File: config.mk
export PLATFORM = sky130hd
export DESIGN_NAME = greedy_word_wrap
export DESIGN_NICKNAME = d
export VERILOG_FILES = /design/src/rtl/gww_pkg.sv /design/src/rtl/gww_glyph_mem.sv /design/src/rtl/gww_wrap_core.sv /design/src/rtl/gww_out_fifo.sv /design/src/rtl/greedy_word_wrap.sv
export SDC_FILE = /design/constraint.sdc
export NUM_CORES = 2
export LEC_CHECK = 0
export BUFFER_PORTS_ARGS = -buffer_cell sky130_fd_sc_hd__buf_2
export CORE_AREA = 2 2 628 755
export CTS_CLUSTER_SIZE = 28
export DETAILED_ROUTE_END_ITERATION = 8
export DIE_AREA = 0 0 630 757
export GPL_TIMING_DRIVEN = 0
export PLACE_DENSITY = 0.39
export SYNTH_ARGS = -nofsm -noshare
export SYNTH_HDL_FRONTEND = slang
export SYNTH_HIERARCHICAL = 1
export SYNTH_SLANG_ARGS = --single-unit
File: constraint.sdc
create_clock -name clk -period 18.8 [get_ports clk]
set_input_delay 0.94 -clock clk [delete_from_list [all_inputs] [get_ports clk]]
set_output_delay 0.94 -clock clk [all_outputs]
set_load 0.01 [all_outputs]
File: src/rtl/gww_pkg.sv
// Shared types, constants and helper functions for the greedy word wrap block.
// No dependencies; imported by every gww_* module and by greedy_word_wrap.
`default_nettype none

package gww_pkg;

	// Sizing
	localparam int GLYPH_ENTRIES  = 256;
	localparam int GLYPH_IDX_BITS = (GLYPH_ENTRIES > 1) ? $clog2(GLYPH_ENTRIES) : 1;
	localparam int POS_BITS       = 16;
	localparam int FIFO_DEPTH     = 4;
	localparam int FIFO_IDX_BITS  = $clog2(FIFO_DEPTH);
	localparam int FIFO_CNT_BITS  = $clog2(FIFO_DEPTH + 1);
	localparam int PADDR_BITS     = 3;

	// Command codes
	localparam logic [1:0] CMD_LOAD = 2'd0;
	localparam logic [1:0] CMD_TEXT = 2'd1;
	localparam logic [1:0] CMD_NEW  = 2'd2;

	// Register indexes (taken from paddr[2])
	localparam logic REG_LINE_HEIGHT = 1'b0;
	localparam logic REG_BOX_WIDTH   = 1'b1;

	// Reset values of the registers
	localparam logic [7:0]  LINE_HEIGHT_RST = 8'd16;
	localparam logic [15:0] BOX_WIDTH_RST   = 16'd640;

	// Character codes
	localparam logic [7:0] CH_NEWLINE = 8'h0A;
	localparam logic [7:0] CH_SPACE   = 8'h20;
	localparam logic [7:0] CH_TAB     = 8'h09;

	typedef struct packed {
		logic [1:0] command;
		logic [7:0] char_code;
		logic [7:0] glyph_advance;
		logic       glyph_present;
	} in_item_t;

	typedef struct packed {
		logic [15:0] out_pos;
		logic [7:0]  out_char;
		logic [15:0] text_height;
		logic        last;
	} out_item_t;

	// One glyph table entry
	typedef struct packed {
		logic       present;
		logic [7:0] advance;
	} glyph_t;

	// Results handed from the wrap stage to the output queue
	typedef struct packed {
		logic [1:0] count;
		out_item_t  res0;
		out_item_t  res1;
	} push_t;

	function automatic logic [15:0] sat_add16(input logic [15:0] a, input logic [15:0] b);
		logic [16:0] sum;
		sum = {1'b0, a} + {1'b0, b};
		return sum[16] ? 16'hFFFF : sum[15:0];
	endfunction

	function automatic logic [POS_BITS-1:0] pos_inc(input logic [POS_BITS-1:0] p);
		return (p == '1) ? p : p + POS_BITS'(1);
	endfunction

	function automatic logic in_table(input logic [7:0] code);
		return (32'(code) < GLYPH_ENTRIES);
	endfunction

endpackage

`default_nettype wire

File: src/rtl/gww_glyph_mem.sv
// Glyph table: synchronous memory with registered read and per-entry valid bits.
// Depends on gww_pkg.
`default_nettype none

module gww_glyph_mem (
	input  wire logic                          clk,
	input  wire logic                          arst_n,
	input  wire logic                          rd_en,
	input  wire logic                          wr_en,
	input  wire logic [gww_pkg::GLYPH_IDX_BITS-1:0] addr,
	input  wire gww_pkg::glyph_t               wr_data,
	output      gww_pkg::glyph_t               rd_data
);
	import gww_pkg::*;

	glyph_t                   mem_q [GLYPH_ENTRIES];
	logic [GLYPH_ENTRIES-1:0] written_q;
	glyph_t                   rd_raw_q;
	logic                     rd_written_q;

	// Storage array and registered read
	always_ff @(posedge clk) begin
		if (wr_en) begin
			mem_q[addr] <= wr_data;
		end
		if (rd_en) begin
			rd_raw_q <= mem_q[addr];
		end
	end

	// Entries never written read as absent
	always_ff @(posedge clk or negedge arst_n) begin
		if (!arst_n) begin
			written_q    <= '0;
			rd_written_q <= 1'b0;
		end else begin
			if (wr_en) begin
				written_q[addr] <= 1'b1;
			end
			if (rd_en) begin
				rd_written_q <= written_q[addr];
			end
		end
	end

	assign rd_data.present = rd_written_q & rd_raw_q.present;
	assign rd_data.advance = rd_raw_q.advance;

endmodule

`default_nettype wire

File: src/rtl/gww_wrap_core.sv
// Wrap stage: holds the line state, combines it with the glyph read and pushes results.
// Depends on gww_pkg; fed by gww_glyph_mem, drains into gww_out_fifo.
`default_nettype none

module gww_wrap_core (
	input  wire logic              clk,
	input  wire logic              arst_n,
	input  wire logic              item_accept,
	input  wire gww_pkg::in_item_t item,
	input  wire gww_pkg::glyph_t   glyph_s1,
	input  wire logic              fifo_room,
	input  wire logic [7:0]        line_height,
	input  wire logic [15:0]       box_width,
	output      logic              item_ready,
	output      gww_pkg::push_t    push
);
	import gww_pkg::*;

	// Stage 1 item
	logic                valid_s1;
	logic [1:0]          cmd_s1;
	logic [7:0]          char_s1;

	// Line state
	logic [POS_BITS-1:0] wpos_q;
	logic [15:0]         lwidth_q;
	logic [15:0]         was_q;
	logic [POS_BITS-1:0] spos_q;
	logic                sseen_q;
	logic [15:0]         height_q;

	logic [POS_BITS-1:0] wpos_d;
	logic [15:0]         lwidth_d;
	logic [15:0]         was_d;
	logic [POS_BITS-1:0] spos_d;
	logic                sseen_d;
	logic [15:0]         height_d;

	logic                go;
	logic                is_break;
	logic [15:0]         lw1;
	logic [15:0]         was1;
	logic [POS_BITS-1:0] pos1;
	logic [15:0]         h_inc;

	// Stage advances whenever the queue can absorb two results
	assign go         = valid_s1 && fifo_room;
	assign item_ready = !valid_s1 || fifo_room;

	always_ff @(posedge clk or negedge arst_n) begin
		if (!arst_n) begin
			valid_s1 <= 1'b0;
		end else if (item_ready) begin
			valid_s1 <= item_accept;
		end
	end

	always_ff @(posedge clk) begin
		if (item_accept) begin
			cmd_s1  <= item.command;
			char_s1 <= item.char_code;
		end
	end

	// Next line state and results
	always_comb begin
		wpos_d   = wpos_q;
		lwidth_d = lwidth_q;
		was_d    = was_q;
		spos_d   = spos_q;
		sseen_d  = sseen_q;
		height_d = height_q;
		push     = '0;
		is_break = (char_s1 == CH_SPACE) || (char_s1 == CH_TAB);
		lw1      = sat_add16(lwidth_q, {8'd0, glyph_s1.advance});
		was1     = sat_add16(was_q, {8'd0, glyph_s1.advance});
		pos1     = pos_inc(wpos_q);
		h_inc    = sat_add16(height_q, {8'd0, line_height});
		if (go) begin
			priority if (cmd_s1 == CMD_NEW) begin
				wpos_d   = '0;
				lwidth_d = '0;
				was_d    = '0;
				spos_d   = '0;
				sseen_d  = 1'b0;
				height_d = {8'd0, line_height};
			end else if (cmd_s1 == CMD_TEXT && char_s1 == CH_NEWLINE) begin
				height_d   = h_inc;
				lwidth_d   = '0;
				was_d      = '0;
				sseen_d    = 1'b0;
				wpos_d     = pos1;
				push.count = 2'd1;
				push.res0  = '{out_pos: 16'(wpos_q), out_char: CH_NEWLINE,
					text_height: h_inc, last: 1'b1};
			end else if (cmd_s1 == CMD_TEXT && in_table(char_s1) && glyph_s1.present) begin
				// Space or tab becomes the break point
				if (is_break) begin
					spos_d  = wpos_q;
					sseen_d = 1'b1;
					was1    = '0;
				end
				wpos_d   = pos1;
				lwidth_d = lw1;
				was_d    = was1;
				if (lw1 > box_width) begin
					// Line too wide: newline at break point, else appended
					height_d   = h_inc;
					was_d      = '0;
					sseen_d    = 1'b0;
					push.count = 2'd2;
					push.res0  = '{out_pos: 16'(wpos_q), out_char: char_s1,
						text_height: h_inc, last: 1'b0};
					if (is_break || sseen_q) begin
						lwidth_d  = was1;
						push.res1 = '{out_pos: 16'(is_break ? wpos_q : spos_q),
							out_char: CH_NEWLINE, text_height: h_inc, last: 1'b1};
					end else begin
						lwidth_d  = '0;
						wpos_d    = pos_inc(pos1);
						push.res1 = '{out_pos: 16'(pos1), out_char: CH_NEWLINE,
							text_height: h_inc, last: 1'b1};
					end
				end else begin
					push.count = 2'd1;
					push.res0  = '{out_pos: 16'(wpos_q), out_char: char_s1,
						text_height: height_q, last: 1'b1};
				end
			end else begin
				// Loads, dropped characters and unused codes leave the state alone
				push.count = 2'd0;
			end
		end
	end

	always_ff @(posedge clk or negedge arst_n) begin
		if (!arst_n) begin
			wpos_q   <= '0;
			lwidth_q <= '0;
			was_q    <= '0;
			spos_q   <= '0;
			sseen_q  <= 1'b0;
			height_q <= '0;
		end else begin
			wpos_q   <= wpos_d;
			lwidth_q <= lwidth_d;
			was_q    <= was_d;
			spos_q   <= spos_d;
			sseen_q  <= sseen_d;
			height_q <= height_d;
		end
	end

endmodule

`default_nettype wire

File: src/rtl/gww_out_fifo.sv
// Output queue: takes up to two results a cycle, hands out one per transfer.
// Depends on gww_pkg.
`default_nettype none

module gww_out_fifo (
	input  wire logic               clk,
	input  wire logic               arst_n,
	input  wire gww_pkg::push_t     push,
	output      logic               room,
	output      logic               result_valid,
	input  wire logic               result_ready,
	output      gww_pkg::out_item_t result
);
	import gww_pkg::*;

	out_item_t                mem_q [FIFO_DEPTH];
	logic [FIFO_IDX_BITS-1:0] head_q;
	logic [FIFO_IDX_BITS-1:0] tail_q;
	logic [FIFO_CNT_BITS-1:0] count_q;
	logic                     pop;
	logic [FIFO_IDX_BITS-1:0] tail_nx;

	assign pop          = result_valid && result_ready;
	assign result_valid = (count_q != '0);
	assign result       = mem_q[head_q];
	assign room         = (count_q <= FIFO_CNT_BITS'(FIFO_DEPTH - 2));
	assign tail_nx      = tail_q + FIFO_IDX_BITS'(1);

	// Entry storage
	always_ff @(posedge clk) begin
		if (push.count != 2'd0) begin
			mem_q[tail_q] <= push.res0;
		end
		if (push.count == 2'd2) begin
			mem_q[tail_nx] <= push.res1;
		end
	end

	// Pointers and fill count
	always_ff @(posedge clk or negedge arst_n) begin
		if (!arst_n) begin
			head_q  <= '0;
			tail_q  <= '0;
			count_q <= '0;
		end else begin
			tail_q  <= tail_q + FIFO_IDX_BITS'(push.count);
			if (pop) begin
				head_q <= head_q + FIFO_IDX_BITS'(1);
			end
			count_q <= count_q + FIFO_CNT_BITS'(push.count) - FIFO_CNT_BITS'(pop);
		end
	end

endmodule

`default_nettype wire

File: src/rtl/greedy_word_wrap.sv
// Top level of the greedy word wrap block: APB registers, glyph table, wrap stage, queue.
// Depends on gww_pkg, gww_glyph_mem, gww_wrap_core and gww_out_fifo.
//
//  channel   | handshake                     | payload
//  ----------+-------------------------------+-----------------------------
//  item      | item_valid / item_ready       | in_item_t  (command, char)
//  result    | result_valid / result_ready   | out_item_t (pos, char, height)
//  config    | psel penable pwrite, pready=1 | paddr, pwdata, prdata
//
// One item per cycle while the output queue has room: the glyph table is read
// at acceptance, the item and the glyph read are registered, and the wrap stage
// then updates the line state and queues zero, one or two results.
// An item with two results hands them out in turn on the single result port;
// input stalls once the four-entry output queue cannot take two more.
// Reset clears the glyph table valid bits at once; no clearing pass is needed.
`default_nettype none

module greedy_word_wrap (
	input  wire logic                            clk,
	input  wire logic                            arst_n,
	input  wire logic                            item_valid,
	output      logic                            item_ready,
	input  wire gww_pkg::in_item_t               item,
	output      logic                            result_valid,
	input  wire logic                            result_ready,
	output      gww_pkg::out_item_t              result,
	input  wire logic                            psel,
	input  wire logic                            penable,
	input  wire logic                            pwrite,
	input  wire logic [gww_pkg::PADDR_BITS-1:0]  paddr,
	input  wire logic [31:0]                     pwdata,
	output      logic [31:0]                     prdata,
	output      logic                            pready
);
	import gww_pkg::*;

	logic [7:0]  line_height_q;
	logic [15:0] box_width_q;
	logic        cfg_wr;
	logic        accept;
	logic        load_wr;
	glyph_t      glyph_s1;
	glyph_t      glyph_wr;
	logic        fifo_room;
	push_t       push;

	// Configuration registers
	assign pready = 1'b1;
	assign cfg_wr = psel && penable && pwrite;

	always_ff @(posedge clk or negedge arst_n) begin
		if (!arst_n) begin
			line_height_q <= LINE_HEIGHT_RST;
			box_width_q   <= BOX_WIDTH_RST;
		end else if (cfg_wr) begin
			unique case (paddr[2])
				REG_LINE_HEIGHT: line_height_q <= pwdata[7:0];
				REG_BOX_WIDTH:   box_width_q   <= pwdata[15:0];
				default:         ;
			endcase
		end
	end

	always_comb begin
		unique case (paddr[2])
			REG_LINE_HEIGHT: prdata = {24'd0, line_height_q};
			REG_BOX_WIDTH:   prdata = {16'd0, box_width_q};
			default:         prdata = '0;
		endcase
	end

	// Glyph table: loads write at transfer, text reads at transfer
	assign accept   = item_valid && item_ready;
	assign load_wr  = accept && (item.command == CMD_LOAD) && in_table(item.char_code);
	assign glyph_wr = '{present: item.glyph_present,
		advance: item.glyph_present ? item.glyph_advance : 8'd0};

	gww_glyph_mem u_mem (
		.clk     (clk),
		.arst_n  (arst_n),
		.rd_en   (accept),
		.wr_en   (load_wr),
		.addr    (GLYPH_IDX_BITS'(item.char_code)),
		.wr_data (glyph_wr),
		.rd_data (glyph_s1)
	);

	gww_wrap_core u_core (
		.clk         (clk),
		.arst_n      (arst_n),
		.item_accept (accept),
		.item        (item),
		.glyph_s1    (glyph_s1),
		.fifo_room   (fifo_room),
		.line_height (line_height_q),
		.box_width   (box_width_q),
		.item_ready  (item_ready),
		.push        (push)
	);

	gww_out_fifo u_fifo (
		.clk          (clk),
		.arst_n       (arst_n),
		.push         (push),
		.room         (fifo_room),
		.result_valid (result_valid),
		.result_ready (result_ready),
		.result       (result)
	);

endmodule

`default_nettype wire
==> summary.md <==
| Metric | Value |
|---|---|
| Largest net degree at the start of global routing | `129` |
| Vias per std cell | `5.021` |
| Slew Limit Fails | `11` |
| Seq/Total Area, Yosys | `71.69%` |
| RSZ-0062 raised after global routing | `no` |
| Clock Tree Buf Depth | `4` |
| Routability Congestion | `0.9091` |
| Crit path DAT | `8.84 ns` |
| Starting Density | `24.93%` |
| Crit start category | `flip-flop` |
| Synth cell types | `91` |
| First-pass GRT wire length | `661200 um` |
| Fin Setup TNS | `0 ns` |
| GRT Total Usage | `21.04%` |
| Vias in the first global route | `65287` |
| Site row count | `276` |
| Fraction of registers with async set or reset after synthesis | `12.95%` |
| Layout cells sized above 1 | `35.21%` |
| Core area | `469700 um2` |
| Area Overhead vs Synth | `18.96%` |
| DR DRC count | `0` |
| Die Y | `757 um` |
| Final setup fails | `0` |
| Ys Warns | `6` |
| Synth top area share | `63.78%` |
| Congestion Overflow GR | `0` |
| PD cells | `108.2 nW/um2` |
| Power Total | `15.08 mW` |
| Leading area contributor after synthesis | `edfxtp_1` |
| Post-Syn Instances | `5911` |
| Post-synth top cells | `edfxtp_1 (2487), mux4_2 (810), dfrtp_1 (367)` |
| Antenna Nets Post-Route | `0` |
| Hold path startpoint | `pwdata[15]` |
| Setup CP Type | `reg -> reg` |
| Tmin final | `8.195 ns` |
| Max_cap viols | `5` |
| Skew-Pair Late Insertion Delay | `1.01 ns` |
| Placed cell areas | `128700 um2` |
| Worst vdd ir | `92.00 uV` |
| Fillcell total | `46192` |
| Num ports | `137` |
| Clk_skew | `0.06480 ns` |
| Most frequent cell after synthesis | `edfxtp_1` |
| First-iteration detailed-routing DRC count | `7973` |
| Num CTS Buffers | `326` |
| Ys flop type | `edfxtp_1` |
| Die ar. | `476900 um2` |
| Static Leak | `47.04 nW` |
| # port buffers | `100` |
| Post-route cell area | `139300 um2` |
| CP Launch Point | `u_mem/rd_data[0]$_DFFE_PP_` |
| Hold Path Class | `in -> reg` |
| Synth area leaders | `edfxtp_1 (64%), mux4_2 (16%), dfrtp_1 (7.8%)` |
| Die width | `630 um` |
| Critical Path RT | `19.44 ns` |
| Worst slew pin tran | `1.519 ns` |
| Wirelength per Cell | `39.16 um` |
| Tcrit/Tclk final | `43.59%` |
| TritonRoute pass-1 iters | `6` |
| Worst r2r src | `u_mem/rd_data[0]$_DFFE_PP_` |
| H-tree Lvls | `5` |
| Number of synthesized flops with an enable pin | `2487` |
| Max frequency | `0.1220 GHz` |
| Final hold violation count | `0` |
| Max_slew headroom | `-1.616%` |
| Failing checks | `capacitance limit, slew limit` |
| Initial antenna violation count | `45` |
| Routed Wire Length | `511000 um` |
| Synth Register Bits | `2857` |
| Setup crit end kind | `flip-flop` |
| Post-DP HPWL | `349600 um` |
| Fin nets | `6620` |
| CTS tree | `done` |
| Vias | `65519` |
| Syn avg cell area | `19.81 um2` |
| Status | `complete, but fails checks` |
| Synth Cell Area | `117100 um2` |
| CTS clk-pin slew, worst paths | `0.06 ns` |
| CP max FO | `21` |
| CTS root buffer | `clkbuf_16` |
| Number of clock sinks | `2857` |
[layer usage]
metal | vias to the layer above | wire [um] | GRT usage, %
li1 | 25206 | - | -
met1 | 36706 | 199400 | 25.80
met2 | 2815 | 250500 | 35.60
met3 | 788 | 31080 | 3.631
met4 | 4 | 30020 | 10.80
met5 | - | 26 | 0
[kinds of logic after synthesis]
logic type,count (synthesis),share of synthesized area [%]
flip-flops,2857,71.69
adder cells (fa/ha/maj),50,0.5599
multiplexers,1080,18.40
XOR/XNOR,45,0.3366
AND/OR/NAND/NOR,1079,4.682
other,3,0.009616
AO/OA/AOI/OAI,394,2.344
buffers and inverters,403,1.976
[worst max-delay path: stages, from the launching register on]
cell and delay, ns:
edfxtp_1 0.33, buf_4 0.11, ha_1 0.20, fa_1 0.23, a21o_1 0.12, a21oi_1 0.09
nand2b_1 0.23, a211oi_1 0.72, nand3_1 0.57, nand2b_1 0.42, ha_1 0.30, nor2b_1 0.13
o21ai_0 0.17, nand2_1 0.08, a221o_1 0.41, o21ai_0 0.95, buf_2 0.43, clkbuf_1 0.51
and2_1 0.40, buf_4 0.23, o21bai_1 0.17, o21bai_4 0.74, buf_12 0.29
[final timing paths]
path / end / slack (ns) / depth (start not counted)
worst max-delay path: u_fifo/mem_q[2][6]$_DFFE_PP_ / 10.61 / 22
worst min-delay path: box_width_q[15]$_DFFE_PN0P_ / 0.22 / 2
worst max register to register: u_fifo/mem_q[2][6]$_DFFE_PP_ / 10.61 / 22
worst min register to register: u_mem/written_q[87]$_DFFE_PN0P_ / 0.46 / 1
max in group asynchronous: u_mem/written_q[77]$_DFFE_PN0P_ / 16.37 / 5
min in group asynchronous: box_width_q[15]$_DFFE_PN0P_ / 0.45 / 2
[registers in the layout (all words and copies together), names as in the netlist]
signal and count:
u_fifo/mem_q 164, u_core/was_q 16, u_core/lwidth_q 16, u_mem/mem_q 2304, u_mem/rd_written_q 1, line_height_q 8
u_core/height_q 16, u_core/valid_s1 1, u_core/char_s1 8, box_width_q 16, u_core/sseen_q 1, u_fifo/head_q 2
u_mem/rd_data 8, u_core/spos_q 16, u_core/wpos_q 16, u_fifo/tail_q 2, u_mem/written_q 256, u_fifo/count_q 3
u_core/cmd_s1 2, u_mem/rd_raw_q 1
[cells in the final DEF, fill, tap and decap left out, types with 45 or more instances in the layout]
cell and count:
edfxtp_1 2487, mux4_2 810, dfrtp_1 367, clkbuf_16 333
nor2_1 262, or2_2 261, buf_2 195, nand2_1 179
clkbuf_1 169, mux2_2 113, mux2_4 92, nor2_2 86
o21ai_0 75, buf_4 72, mux2i_1 65, buf_12 64
nand3_1 63, clkbuf_2 62, a21oi_1 62, buf_6 60
clkinv_2 57, ha_1 46, and2_1 45, inv_1 45
[metrics by stage]
stage	hold slack [ns]	utilization, %	std cells	setup slack (ns)
after floorplan	0.4308	-	5931	10.98
after global placement	0.4441	26.72	12286	4.986
after detailed placement	0.4470	27.39	12424	9.922
after CTS	0.1400	29.62	13018	10.67
after global routing	0.1999	29.65	13030	10.28
final	0.2249	29.66	13048	10.61
[area by class of cell]
type                       instances  area, um2  share of cell area [%]
inverter                          46      172.7                  0.1240
sequential                      2857      83940                   60.26
tap                             6255       7826                   5.618
timing repair buffer             250       3416                   2.452
clock inverter                   146       1510                   1.084
antenna                           19      47.55                 0.03413
multi-input combinational       2671      31190                   22.39
clock buffer                     447       8951                   6.426
buffer                           357       2245                   1.611
[timing repair]
| item | in CTS | in global routing |
|---|---|---|
| gates resized for setup | 0 | 0 |
| hold endpoints to repair | 27 | 0 |
| buffers inserted | 0 | 0 |
| hold buffers | 1 | 0 |
[report_power, final]
part / internal [mW] / total [mW] / leakage, nW / switching (mW)
Combinational: 0.575 / 1.66 / 14.3 / 1.08
Sequential: 6.98 / 7.04 / 27.7 / 0.0589
Clock: 3.66 / 6.38 / 5.11 / 2.72
Power figures use the tool's default switching activity.
